`src/rtl/lsu_pkg.sv`:
```
// ----------------------------------------------------------------------------
// lsu_pkg
// Types and codes shared by the RV32I load/store unit.
// ----------------------------------------------------------------------------
`default_nettype none

package lsu_pkg;

    // Instruction modes
    localparam logic [2:0] MODE_LB  = 3'd0;
    localparam logic [2:0] MODE_LBU = 3'd1;
    localparam logic [2:0] MODE_LH  = 3'd2;
    localparam logic [2:0] MODE_LHU = 3'd3;
    localparam logic [2:0] MODE_LW  = 3'd4;
    localparam logic [2:0] MODE_SB  = 3'd5;
    localparam logic [2:0] MODE_SH  = 3'd6;
    localparam logic [2:0] MODE_SW  = 3'd7;

    // Fault codes
    localparam logic [1:0] FC_LOAD_MISALIGN  = 2'd0;
    localparam logic [1:0] FC_LOAD_ACCESS    = 2'd1;
    localparam logic [1:0] FC_STORE_MISALIGN = 2'd2;
    localparam logic [1:0] FC_STORE_ACCESS   = 2'd3;

    localparam logic [31:0] BYTE_MASK = 32'h0000_00ff;
    localparam logic [31:0] HALF_MASK = 32'h0000_ffff;

    typedef struct packed {
        logic               flush;
        logic               op_valid;
        logic [2:0]         mode;
        logic [31:0]        base_value;
        logic signed [31:0] offset;
        logic [31:0]        store_data;
        logic [5:0]         rob_tag;
    } lsu_in_t;

    typedef struct packed {
        logic        result_valid;
        logic [5:0]  rob_tag_out;
        logic [31:0] load_value;
        logic        fault;
        logic [1:0]  fault_code;
        logic [31:0] fault_address;
    } lsu_out_t;

    // Controller to datapath
    typedef struct packed {
        logic clear;     // write zero at the clear counter, advance it
        logic load_req;  // capture the incoming item
        logic calc;      // form the effective address
        logic access;    // check the address, drive the memory
        logic finish;    // format the result into the output register
    } lsu_cmd_t;

    // Datapath to controller
    typedef struct packed {
        logic clr_last;  // clear counter is on the last word
        logic out_free;  // output register can take a result this cycle
    } lsu_sts_t;

endpackage

`default_nettype wire

```
`src/rtl/lsu_ctrl.sv`:
```
// ----------------------------------------------------------------------------
// lsu_ctrl
// Sequencer for the load/store unit: clear pass, then one item at a time.
// ----------------------------------------------------------------------------
`default_nettype none

module lsu_ctrl (
    input  wire logic              clk,
    input  wire logic              rst_n,
    input  wire logic              req_valid,
    output logic                   req_ready,
    input  wire lsu_pkg::lsu_sts_t sts,
    output lsu_pkg::lsu_cmd_t      cmd
);

    import lsu_pkg::*;

    localparam logic [2:0] ST_CLEAR  = 3'd0;
    localparam logic [2:0] ST_IDLE   = 3'd1;
    localparam logic [2:0] ST_CALC   = 3'd2;
    localparam logic [2:0] ST_ACCESS = 3'd3;
    localparam logic [2:0] ST_FINISH = 3'd4;

    logic [2:0] state_reg;
    logic [2:0] state_next;

    always_ff @(posedge clk or negedge rst_n)
    begin
        if (!rst_n)
        begin
            state_reg <= ST_CLEAR;
        end
        else
        begin
            state_reg <= state_next;
        end
    end

    always_comb
    begin
        state_next   = state_reg;
        cmd          = '0;
        req_ready    = 1'b0;
        unique case (state_reg)
            ST_CLEAR:
            begin
                cmd.clear = 1'b1;
                if (sts.clr_last)
                begin
                    state_next = ST_IDLE;
                end
            end
            ST_IDLE:
            begin
                req_ready = 1'b1;
                if (req_valid)
                begin
                    cmd.load_req = 1'b1;
                    state_next   = ST_CALC;
                end
            end
            ST_CALC:
            begin
                cmd.calc   = 1'b1;
                state_next = ST_ACCESS;
            end
            ST_ACCESS:
            begin
                cmd.access = 1'b1;
                state_next = ST_FINISH;
            end
            ST_FINISH:
            begin
                // hold here while the previous result is still unclaimed
                if (sts.out_free)
                begin
                    cmd.finish = 1'b1;
                    state_next = ST_IDLE;
                end
            end
            default:
            begin
                state_next = ST_CLEAR;
            end
        endcase
    end

endmodule

`default_nettype wire

```
`config.mk`:
```
export PLATFORM = sky130hd
export DESIGN_NAME = lsu_ctrl
export DESIGN_NICKNAME = d
export VERILOG_FILES = /design/src/rtl/lsu_pkg.sv /design/src/rtl/lsu_ctrl.sv
export SDC_FILE = /design/constraint.sdc
export NUM_CORES = 1
export LEC_CHECK = 0
export BUFFER_PORTS_ARGS = -buffer_cell sky130_fd_sc_hd__buf_2
export CORE_AREA = 2 2 39 41
export DETAILED_ROUTE_END_ITERATION = 16
export DIE_AREA = 0 0 41 43
export GPL_ROUTABILITY_DRIVEN = 0
export PLACE_DENSITY = 0.42
export RECOVER_POWER = 50
export SLEW_MARGIN = 10
export SYNTH_ARGS = -nofsm -noshare
export SYNTH_HDL_FRONTEND = slang
export SYNTH_SLANG_ARGS = --single-unit
```
`constraint.sdc`:
```
create_clock -name clk -period 1.5 [get_ports clk]
set_input_delay 0.225 -clock clk [delete_from_list [all_inputs] [get_ports clk]]
set_output_delay 0.225 -clock clk [all_outputs]
set_load 0.005 [all_outputs]
```
==> results of run 1 <==
metal layers:
layer	global-route usage, %	routed length [µm]	share of wire, %	up-vias
met1	4.56	154	34	96
li1	-	-	-	98
met3	1.57	3	0.65	2
met4	6.00	17	3.7	0
met5	0	0	0	-
met2	10.0	285	62	2
worst min-delay path, cell delays in order:
cell and delay (ps):
buf_2 110, nand3b_1 80, a21oi_1 60
worst min-delay path by stage:
stage	endpoint	from	cells after the start
floorplan	state_reg[0]	rst_n	0
global placement	state_reg[2]	rst_n	1
detailed placement	state_reg[2]	rst_n	1
CTS	state_reg[1]	req_valid	3
global route	state_reg[1]	req_valid	3
finish	state_reg[1]	req_valid	3
kinds of logic (layout without fill, tap and decap cells):
group	Yosys count	in the layout	share of synthesized area [%]
buffers and inverters	2	15	9.15
DFF	3	3	36.6
and+or+nand+nor	13	13	47.6
AOI/OAI and AO/OA	2	2	6.71
timing repair:
action                                  CTS  global route
hold buffers                              1             0
endpoints found under the setup margin    0             0
endpoints found under the hold margin     3             0
power by group through the flow:
stage | Combinational [mW] | Sequential [mW] | Clock [mW]
final | 0.217 | 0.193 | 0.147
after global routing | 0.239 | 0.204 | 0.156
after CTS | 0.221 | 0.192 | 0.150
after detailed placement | 0.219 | 0.192 | 0
after global placement | 0.216 | 0.188 | 0
after floorplan | 0.210 | 0.142 | 0
area by class of cell:
type / count / share of cell area (%)
tap: 16 / 6.87
sequential: 3 / 25.8
multi-input combinational: 15 / 38.2
timing repair buffer: 11 / 20.2
clock buffer: 4 / 9.01
metrics by stage:
step	setup slack, ps	utilization (%)
2_1_floorplan	410	-
5_1_grt	60.2	21.1
4_1_cts	129	21.2
3_3_place_gp	392	18.5
3_5_place_dp	350	18.5
6_report	136	21.1
cells in the final DEF (no fill, tap or decap):
cell / instances
a211o_1: 1
a21oi_1: 1
and2_1: 1
and3b_1: 1
and4bb_1: 1
buf_2: 9
clkbuf_1: 2
clkbuf_4: 3
dfrtp_1: 3
dlygate4sd3_1: 1
nand2b_1: 1
nand3b_1: 1
nor2_1: 1
nor3_1: 1
nor3b_1: 1
nor4b_1: 2
nor4bb_1: 1
or2_0: 1
or2_1: 1
==> metrics.md, run 1 <==
| Metric | Value |
|---|---|
| Worst path bufs/invs | `1` |
| Crit path required time | `~1300 ps` |
| Leakage | `about 0.15 nW` |
| R2r endpoint | `state_reg[0]` |
| Layout cells sized above 1 | `between 30% and 40%` |
| End of the critical path | `cmd[0]` |
| Dpl cells | `44` |
| Fillers | `150` |
| DRT iter0 DRCs | `0` |
| Row cnt | `14` |
| Setup Viol. Count Final | `0` |
| Clk_lat worst skew | `between 200 and 250 ps` |
| Fin Setup TNS | `0 ps` |
| Top-count cell post-synth | `dfrtp_1` |
| Period utilization | `approximately 91%` |
| CORE AREA | `around 1400 µm²` |
| Final layout net count | `39` |
| Clock power frac | `26.3%` |
| WS Path Type | `reg2out` |
| Min Clock Period, post-route | `between 1000 and 1500 ps` |
| Via count | `198` |
| Sequential fraction of the synthesis area | `36.6%` |
| #FFs+latches synth | `3` |
| Number of gates resized after cts | `0` |
| Die footprint | `about 1800 µm²` |
| I/O Buffers | `10` |
| DRC | `0` |
| Sink Count | `3` |
| CTS tree | `yes` |
| Postcts setup bufs | `0` |
| Status | `finished, final reports clean` |
| Worst-path clk slew | `about 40 ps` |
| Synth unique cells | `17` |
| Antenna viol nets, final | `0` |
| Via/cell ratio | `4.04` |
| Final WL | `between 400 and 500 µm` |
| Worst Path Max Fanout | `11` |
| I/O Pins | `11` |
| Die Y | `approximately 43 µm` |
| Tot GR Track Use | `under 10%` |
| Cell area after layout | `292 µm²` |
| Initial antenna violation count | `0` |
| Ant. Diodes | `0` |
| Crit path arrival time | `about 1100 ps` |
| Area of the multi-input gates | `approximately 110 µm²` |
| Routed WL per cell | `about 9.4 µm` |
| RSZ-0062 raised after global routing | `false` |
| Cells after Synth | `20` |
| Net Count, Synth | `25` |
| Chip Width | `about 41 µm` |
| Final hold violation count | `0` |
| Max FFs per register | `3` |
| Cell area after synthesis | `approximately 210 µm²` |
| Post-synth EDFFs | `0` |
| Sw Pwr | `204 µW` |
| First-pass GRT wire length | `around 640 µm` |
| Switching Fraction | `about 37%` |
| Reg-to-reg startpoint | `state_reg[1]` |
| CTS buffer count | `3` |
| Critical path endpoint category | `primary output` |
| VDD IR max | `about 0.3 mV` |
| Syn_area_per_cell | `approximately 10 µm²` |
| HPWL Detailed | `360 µm` |
| Synthesis-to-layout area growth | `42.1%` |
| Final slew viol count | `0` |
| R2r setup slk | `between 300 and 400 ps` |
| Sequential power share | `a little over a third` |
| Root Buffer | `clkbuf_4` |
| Initial Utilization | `14.8%` |
| Fmax | `733 MHz` |
| Pwr dens | `roughly 1900 nW/µm²` |
| Largest net degree at the start of global routing | `12` |
| Async SR Flop Fraction | `100%` |
| Worst path cell trace | `and4bb_1, buf_2` |
| Design Power | `roughly 560 µW` |
| Most area-consuming cells after synthesis | `dfrtp_1, nor4b_1, and4bb_1` |
| Slew @ Worst Pin | `slightly above 300 ps` |
| CP max stage cell | `dfrtp_1` |
| Yosys top cell by area | `dfrtp_1` |
| Slew margin rel. | `between 70% and 80%` |
| Total grt overflow | `0` |
| Cell Count, Final, Fillers Out | `slightly below 50` |
| Register area | `approximately 75 µm²` |
| Vias in the first global route | `about 150` |
| H-Tree Level Count | `1` |
| Yosys top cell area share | `between 30% and 40%` |
| First-pass iteration count of the detailed router | `1` |
| Critical Path Stages | `2` |
| Startpoint Class | `flop` |
| Setup crit start | `state_reg[1]` |
| Setup Skew | `~3.9 ps` |
| CP peak stage delay | `roughly 460 ps` |
| Placed inst area | `around 260 µm²` |
| Commonest cells post-synth | `dfrtp_1, nor4b_1` |
| Reg2reg path depth | `2` |
| Gate power share | `39.0%` |
| Synth warnings | `0` |
| Synth Flop Type | `dfrtp_1` |
| Cell Int Power | `353 µW` |
| HP Class | `in2reg` |
| Max Root-Sink Buffers | `2` |
| Hold slack | `273 ps` |
| Max-cap violations | `0` |
| Top Family by Delay on Critical Path | `flip-flops` |
No activity file was read; power rests on OpenSTA's default activity.
==> inputs of run 2 (changes only) <==
Settings changed: ABC_AREA set to 1, CAP_MARGIN set to 40.
==> metrics.md, run 2 <==
| Metric | Value |
|---|---|
| Via count | `234 (+18%)` |
| Synth unique cells | `12 (-5)` |
| Final hold violation count | `0 (unchanged)` |
| Period utilization | `88.8% (-2.1 points)` |
| Vias in the first global route | `223 (+46%)` |
| Crit path required time | `1270 ps (about the same)` |
| Row cnt | `14 (unchanged)` |
| First-pass GRT wire length | `883 µm (+38%)` |
| Slew margin rel. | `85.2% (+6.0 points)` |
| Gate power share | `49.4% (+10 points)` |
| Sequential power share | `28.0% (-6.7 points)` |
| DRC | `0 (unchanged)` |
| Setup Viol. Count Final | `0 (unchanged)` |
| RSZ-0062 raised after global routing | `false` |
| Number of gates resized after cts | `0 (unchanged)` |
| Top-count cell post-synth | `inv_1` |
| R2r setup slk | `510 ps (+170 ps)` |
| First-pass iteration count of the detailed router | `2 (+1)` |
| H-Tree Level Count | `1 (unchanged)` |
| Clock power frac | `22.7% (-3.6 points)` |
| Routed WL per cell | `8.22 µm (-12%)` |
| Switching Fraction | `43.6% (+7.0 points)` |
| Critical Path Stages | `2 (unchanged)` |
| Worst-path clk slew | `40 ps (about the same)` |
| Max Root-Sink Buffers | `2 (unchanged)` |
| Layout cells sized above 1 | `31.9% (-4.4 points)` |
| WS Path Type | `reg2out` |
| Root Buffer | `clkbuf_4` |
| Yosys top cell by area | `dfrtp_1` |
| Via/cell ratio | `3.71 (-8.1%)` |
| CORE AREA | `1380 µm² (unchanged)` |
| Chip Width | `41 µm (unchanged)` |
| R2r endpoint | `state_reg[0]` |
| Commonest cells post-synth | `inv_1, nand3_1, nand2_1, nor2_1, dfrtp_1` |
| Worst path cell trace | `nor4_1, buf_2` |
| Cells after Synth | `32 (+60%)` |
| Worst path bufs/invs | `1 (unchanged)` |
| Fmax | `751 MHz (+2.4%)` |
| Largest net degree at the start of global routing | `7 (-5)` |
| Status | `finished, final reports clean` |
| Placed inst area | `278 µm² (+8.3%)` |
| Worst Path Max Fanout | `6 (-5)` |
| Leakage | `0.205 nW (+41%)` |
| End of the critical path | `cmd[0]` |
| Syn_area_per_cell | `6.49 µm² (-37%)` |
| Sw Pwr | `275 µW (+35%)` |
| Fin Setup TNS | `0 ps (unchanged)` |
| CTS buffer count | `3 (unchanged)` |
| Hold Crit Depth | `3 (unchanged)` |
| DRT iter0 DRCs | `1 (+1)` |
| Final WL | `518 µm (+13%)` |
| Net Count, Synth | `37 (+48%)` |
| Total grt overflow | `0 (unchanged)` |
| HP Class | `in2reg` |
| Max-cap violations | `0 (unchanged)` |
| Max FFs per register | `3 (unchanged)` |
| Synth warnings | `0 (unchanged)` |
| Synth Flop Type | `dfrtp_1` |
| Sink Count | `3 (unchanged)` |
| Cell Int Power | `357 µW (+0.87%)` |
| Initial Utilization | `15.0% (+0.18 points)` |
| Final layout net count | `53 (+36%)` |
| Fillers | `169 (+13%)` |
| Initial antenna violation count | `0 (unchanged)` |
| Setup Skew | `3.92 ps (+0.0423 ps)` |
| CP peak stage delay | `430 ps (-30 ps)` |
| Post-synth EDFFs | `0 (unchanged)` |
| Antenna viol nets, final | `0 (unchanged)` |
| Ant. Diodes | `0 (unchanged)` |
| Commonest non-fill, non-tap cells in the layout | `inv_1, buf_2, nand3_1` |
| Slew @ Worst Pin | `220 ps (-88.3 ps)` |
| Clk_lat worst skew | `230 ps (about the same)` |
| Die Y | `43 µm (unchanged)` |
| I/O Buffers | `10 (unchanged)` |
| Cell area after layout | `313 µm² (+7.3%)` |
| Cell area after synthesis | `208 µm² (+1.2%)` |
| Min Clock Period, post-route | `1330 ps (-31.5 ps)` |
| Top Family by Delay on Critical Path | `flip-flops` |
| Setup crit start | `state_reg[1]` |
| Die footprint | `1760 µm² (unchanged)` |
| Most area-consuming cells after synthesis | `dfrtp_1, inv_1, nand3_1` |
| Yosys top cell area share | `36.1% (-0.44 points)` |
| #FFs+latches synth | `3 (unchanged)` |
| Final slew viol count | `0 (unchanged)` |
| DP Worst Slack | `424 ps (+74.0 ps)` |
| Critical path endpoint category | `primary output` |
| Startpoint Class | `flop` |
| VDD IR max | `0.554 mV (+81%)` |
| CTS tree | `yes` |
| Design Power | `632 µW (+13%)` |
| Tot GR Track Use | `8.13% (+2.3 points)` |
| Synthesis-to-layout area growth | `50.6%` |
| Async SR Flop Fraction | `100% (unchanged)` |
| Reg-to-reg startpoint | `state_reg[1]` |
| Reg2reg path depth | `4 (+2)` |
| HPWL Detailed | `412 µm (+14%)` |
| Final setup margin | `168 ps (+31.5 ps)` |
| CP max stage cell | `dfrtp_1` |
| Sequential fraction of the synthesis area | `36.1% (-0.44 points)` |
| Pwr dens | `2020 nW/µm² (+5.7%)` |
| Crit path arrival time | `1110 ps (-30 ps)` |
| I/O Pins | `11 (unchanged)` |
-- run 2: cell count changes in the layout (fill, tap and decap cells not counted), moves of 2 or more --
cell	before	now
inv_1	0	9
nor2_1	1	4
nor4b_1	2	0
nand3_1	0	5
nand2_1	0	4
-- run 2: worst min-delay path by stage --
stage | start | to | slack [ps]
after floorplan | rst_n | state_reg[0] | -70
after global placement | rst_n | state_reg[1] | 20
after detailed placement | rst_n | state_reg[1] | 30
after CTS | req_valid | state_reg[0] | 300
after global routing | req_valid | state_reg[0] | 320
final | req_valid | state_reg[0] | 300
-- run 2: worst min-delay path: cells and delay by family --
family,cells,cell delay (ps)
compound gates,1,140
buf+inv,1,90
simple gates,1,40
-- run 2: cell type report --
type / count / area (µm²) / area share (%)
flip-flops and latches: 3 / 75.1 / 24.0
well taps: 16 / 20.0 / 6.40
clock buffers: 4 / 26.3 / 8.40
repair buffers: 11 / 58.8 / 18.8
inverters: 10 / 37.5 / 12.0
multi-input cells: 19 / 95.1 / 30.4
-- run 2: logic make-up after synthesis --
kind of cell	share of synthesized area (%)
simple gates	39.8
flops	36.1
buf+inv	18.1
compound gates	6.02
-- run 2: power by group through the flow --
stage	combinational (mW)	sequential (mW)	clock, mW
6_report	0.312	0.177	0.143
5_1_grt	0.368	0.184	0.162
4_1_cts	0.319	0.178	0.152
3_5_place_dp	0.316	0.179	0
3_3_place_gp	0.316	0.179	0
2_1_floorplan	0.214	0.164	0
-- run 2: routing by layer --
| layer | share of wire [%] | global-route usage (%) | wire (µm) |
|---|---|---|---|
| met4 | 0 | 4.00 | 0 |
| met1 | 49 | 9.65 | 252 |
| met5 | 0 | 0 | 0 |
| met2 | 42 | 9.38 | 215 |
| met3 | 9.7 | 7.85 | 50 |
-- run 2: metrics by stage --
step / cells / utilization, % / hold WS [ps]
3_5_place_dp: 58 / 20.1 / 25.6
5_1_grt: 63 / 22.6 / 324
2_1_floorplan: 32 / - / -70.6
6_report: 63 / 22.6 / 302
3_3_place_gp: 58 / 20.1 / 24.0
4_1_cts: 63 / 22.7 / 296
-- run 2: repair_timing --
action                                 4_1_cts  5_1_grt
endpoints found under the hold margin        3        0
setup buffers                                0        0
hold buffers                                 1        0
==> inputs of run 3 (changes only) <==
Settings changed: BUFFER_PORTS_ARGS -buffer_cell sky130_fd_sc_hd__buf_2 to -buffer_cell sky130_fd_sc_hd__clkbuf_2, CAP_MARGIN 40 to 20, CORE_AREA 2 2 39 41 to 5 5 42 44, DIE_AREA 0 0 41 43 to 0 0 47 49.
==> metrics.md, run 3 (synthesis results as in run 2) <==
| Metric | Value |
|---|---|
| Startpoint Class | `flop` |
| Via/cell ratio | `3.75 (+0.85%)` |
| Met1 Track Usage GR | `6.84% (-2.8 points)` |
| Area of the multi-input gates | `95.1 µm² (unchanged)` |
| Final Core Density | `22.3% (-0.28 points)` |
| Ant. Diodes | `0 (unchanged)` |
| Die footprint | `2300 µm² (+31%)` |
| Crit path required time | `1270 ps (about the same)` |
| Max Root-Sink Buffers | `2 (unchanged)` |
| Worst path cell trace | `nor4_1, clkbuf_2` |
| I/O Pins | `11 (unchanged)` |
| Routing usage on met2 | `8.14% (-1.2 points)` |
| Sink Count | `3 (unchanged)` |
| Final slew viol count | `0 (unchanged)` |
| Largest net degree at the start of global routing | `7 (unchanged)` |
| Leakage | `0.202 nW (-1.3%)` |
| VDD IR max | `0.441 mV (-21%)` |
| H-Tree Level Count | `1 (unchanged)` |
| CORE AREA | `1400 µm² (+1.3%)` |
| Worst Path Max Fanout | `6 (unchanged)` |
| Cell area after layout | `313 µm² (unchanged)` |
| CP peak stage delay | `430 ps (about the same)` |
| Commonest non-fill, non-tap cells in the layout | `inv_1, clkbuf_2, nand3_1` |
| DRC | `0 (unchanged)` |
| Pwr dens | `2030 nW/µm² (+0.60%)` |
| WS Path Type | `reg2out` |
| I/O Buffers | `10 (unchanged)` |
| RSZ-0062 raised after global routing | `false` |
| Period utilization | `89.4% (+0.62 points)` |
| Initial Utilization | `14.8% (-0.19 points)` |
| Fillers | `178 (+5.3%)` |
| First-pass iteration count of the detailed router | `3 (+1)` |
| Register area | `75.1 µm² (unchanged)` |
| Crit path arrival time | `1120 ps (about the same)` |
| Met3 Use GR | `1.11% (-6.7 points)` |
| Initial antenna violation count | `0 (unchanged)` |
| Slew margin rel. | `84.4% (-0.82 points)` |
| Tot GR Track Use | `6.42% (-1.7 points)` |
| Synthesis-to-layout area growth | `50.6% (unchanged)` |
| Fmax | `745 MHz (-0.69%)` |
| CTS buffer count | `3 (unchanged)` |
| Dpl cells | `58 (unchanged)` |
| Slew @ Worst Pin | `232 ps (+12.3 ps)` |
| HP Class | `in2reg` |
| Grt peak-use layer | `met4` |
| Min Clock Period, post-route | `1340 ps (+9.31 ps)` |
| CP max stage cell | `dfrtp_1` |
| Status | `finished, final reports clean` |
| Number of gates resized after cts | `0 (unchanged)` |
| Max FFs per register | `3 (unchanged)` |
| Row cnt | `14 (unchanged)` |
| Setup Skew | `5.50 ps (+1.58 ps)` |
| DRT iter0 DRCs | `5 (+4)` |
| Chip Width | `47 µm (+15%)` |
| HPWL Detailed | `441 µm (+7.0%)` |
| Placed inst area | `278 µm² (unchanged)` |
| Vias in the first global route | `222 (-0.45%)` |
| Fin Setup TNS | `0 ps (unchanged)` |
| Worst-path clk slew | `40 ps (about the same)` |
| Antenna viol nets, final | `0 (unchanged)` |
| Root Buffer | `clkbuf_4` |
| Die Y | `49 µm (+14%)` |
| Critical path endpoint category | `primary output` |
| Final layout net count | `53 (unchanged)` |
| Final hold violation count | `0 (unchanged)` |
| First-pass GRT wire length | `945 µm (+7.0%)` |
| Setup Viol. Count Final | `0 (unchanged)` |
| Routed WL per cell | `8.75 µm (+6.4%)` |
| Final WL | `551 µm (+6.4%)` |
| CTS tree | `yes` |
| Cell Count, Final, Fillers Out | `63 (unchanged)` |
| Max-cap violations | `0 (unchanged)` |
| Total grt overflow | `0 (unchanged)` |
| Layout cells sized above 1 | `31.9% (unchanged)` |
| Clk_lat worst skew | `240 ps (about the same)` |
| Via count | `236 (+0.85%)` |
[run 3: cell types whose count changed in the layout (fill, tap and decap cells not counted), sizes merged]
cell    previous run  this run
buf                9         0
clkbuf             5        14
[run 3: area by class of cell]
| type | instances | area share, % |
|---|---|---|
| clock buffer | 4 | 8.40 |
| inverter | 10 | 12.0 |
| multi-input combinational | 19 | 30.4 |
| sequential | 3 | 24.0 |
| tap | 16 | 6.40 |
| timing repair buffer | 11 | 18.8 |
[run 3: per-stage QoR]
step / worst slack (ps) / power, mW / hold slack [ps]
4_1_cts: 141 / 0.659 / 291
2_1_floorplan: 548 / 0.378 / -70.6
5_1_grt: 2.12 / 0.727 / 310
3_3_place_gp: 394 / 0.504 / 27.7
3_5_place_dp: 409 / 0.500 / 26.6
6_report: 158 / 0.636 / 295
[run 3: worst paths after layout]
check | start | to | slack [ps] | cells after the start
max reg2reg | state_reg[1] | state_reg[0] | 510 | 4
min reg2reg | state_reg[1] | state_reg[2] | 630 | 2
max | state_reg[1] | cmd[0] | 160 | 2
max in group asynchronous | rst_n | state_reg[2] | 1020 | 2
min in group asynchronous | rst_n | state_reg[1] | 320 | 2
min | req_valid | state_reg[0] | 290 | 3
[run 3: worst max-delay path, delay by kind of cell, from the launching register on]
kind | cells | cell delay (ps)
buffers and inverters | 1 | 160
DFF | 1 | 430
and+or+nand+nor | 1 | 300
[run 3: layer usage]
layer  vias to the layer above  wire, µm
met5                         -         0
met4                         0        22
met3                         2        34
met2                         8       256
met1                       100       238
li1                        126         -
[run 3: power by group]
| part | switching (mW) | total, mW | internal [mW] | leakage (nW) |
|---|---|---|---|---|
| clock | 0.0445 | 0.144 | 0.0999 | 0.0150 |
| sequential | 0.0552 | 0.176 | 0.120 | 0.0379 |
| combinational | 0.180 | 0.315 | 0.136 | 0.149 |
[run 3: what timing repair did]
action                                 in CTS  in global routing
hold buffers                                1                  0
buffers inserted                            0                  0
endpoints found under the hold margin       3                  0
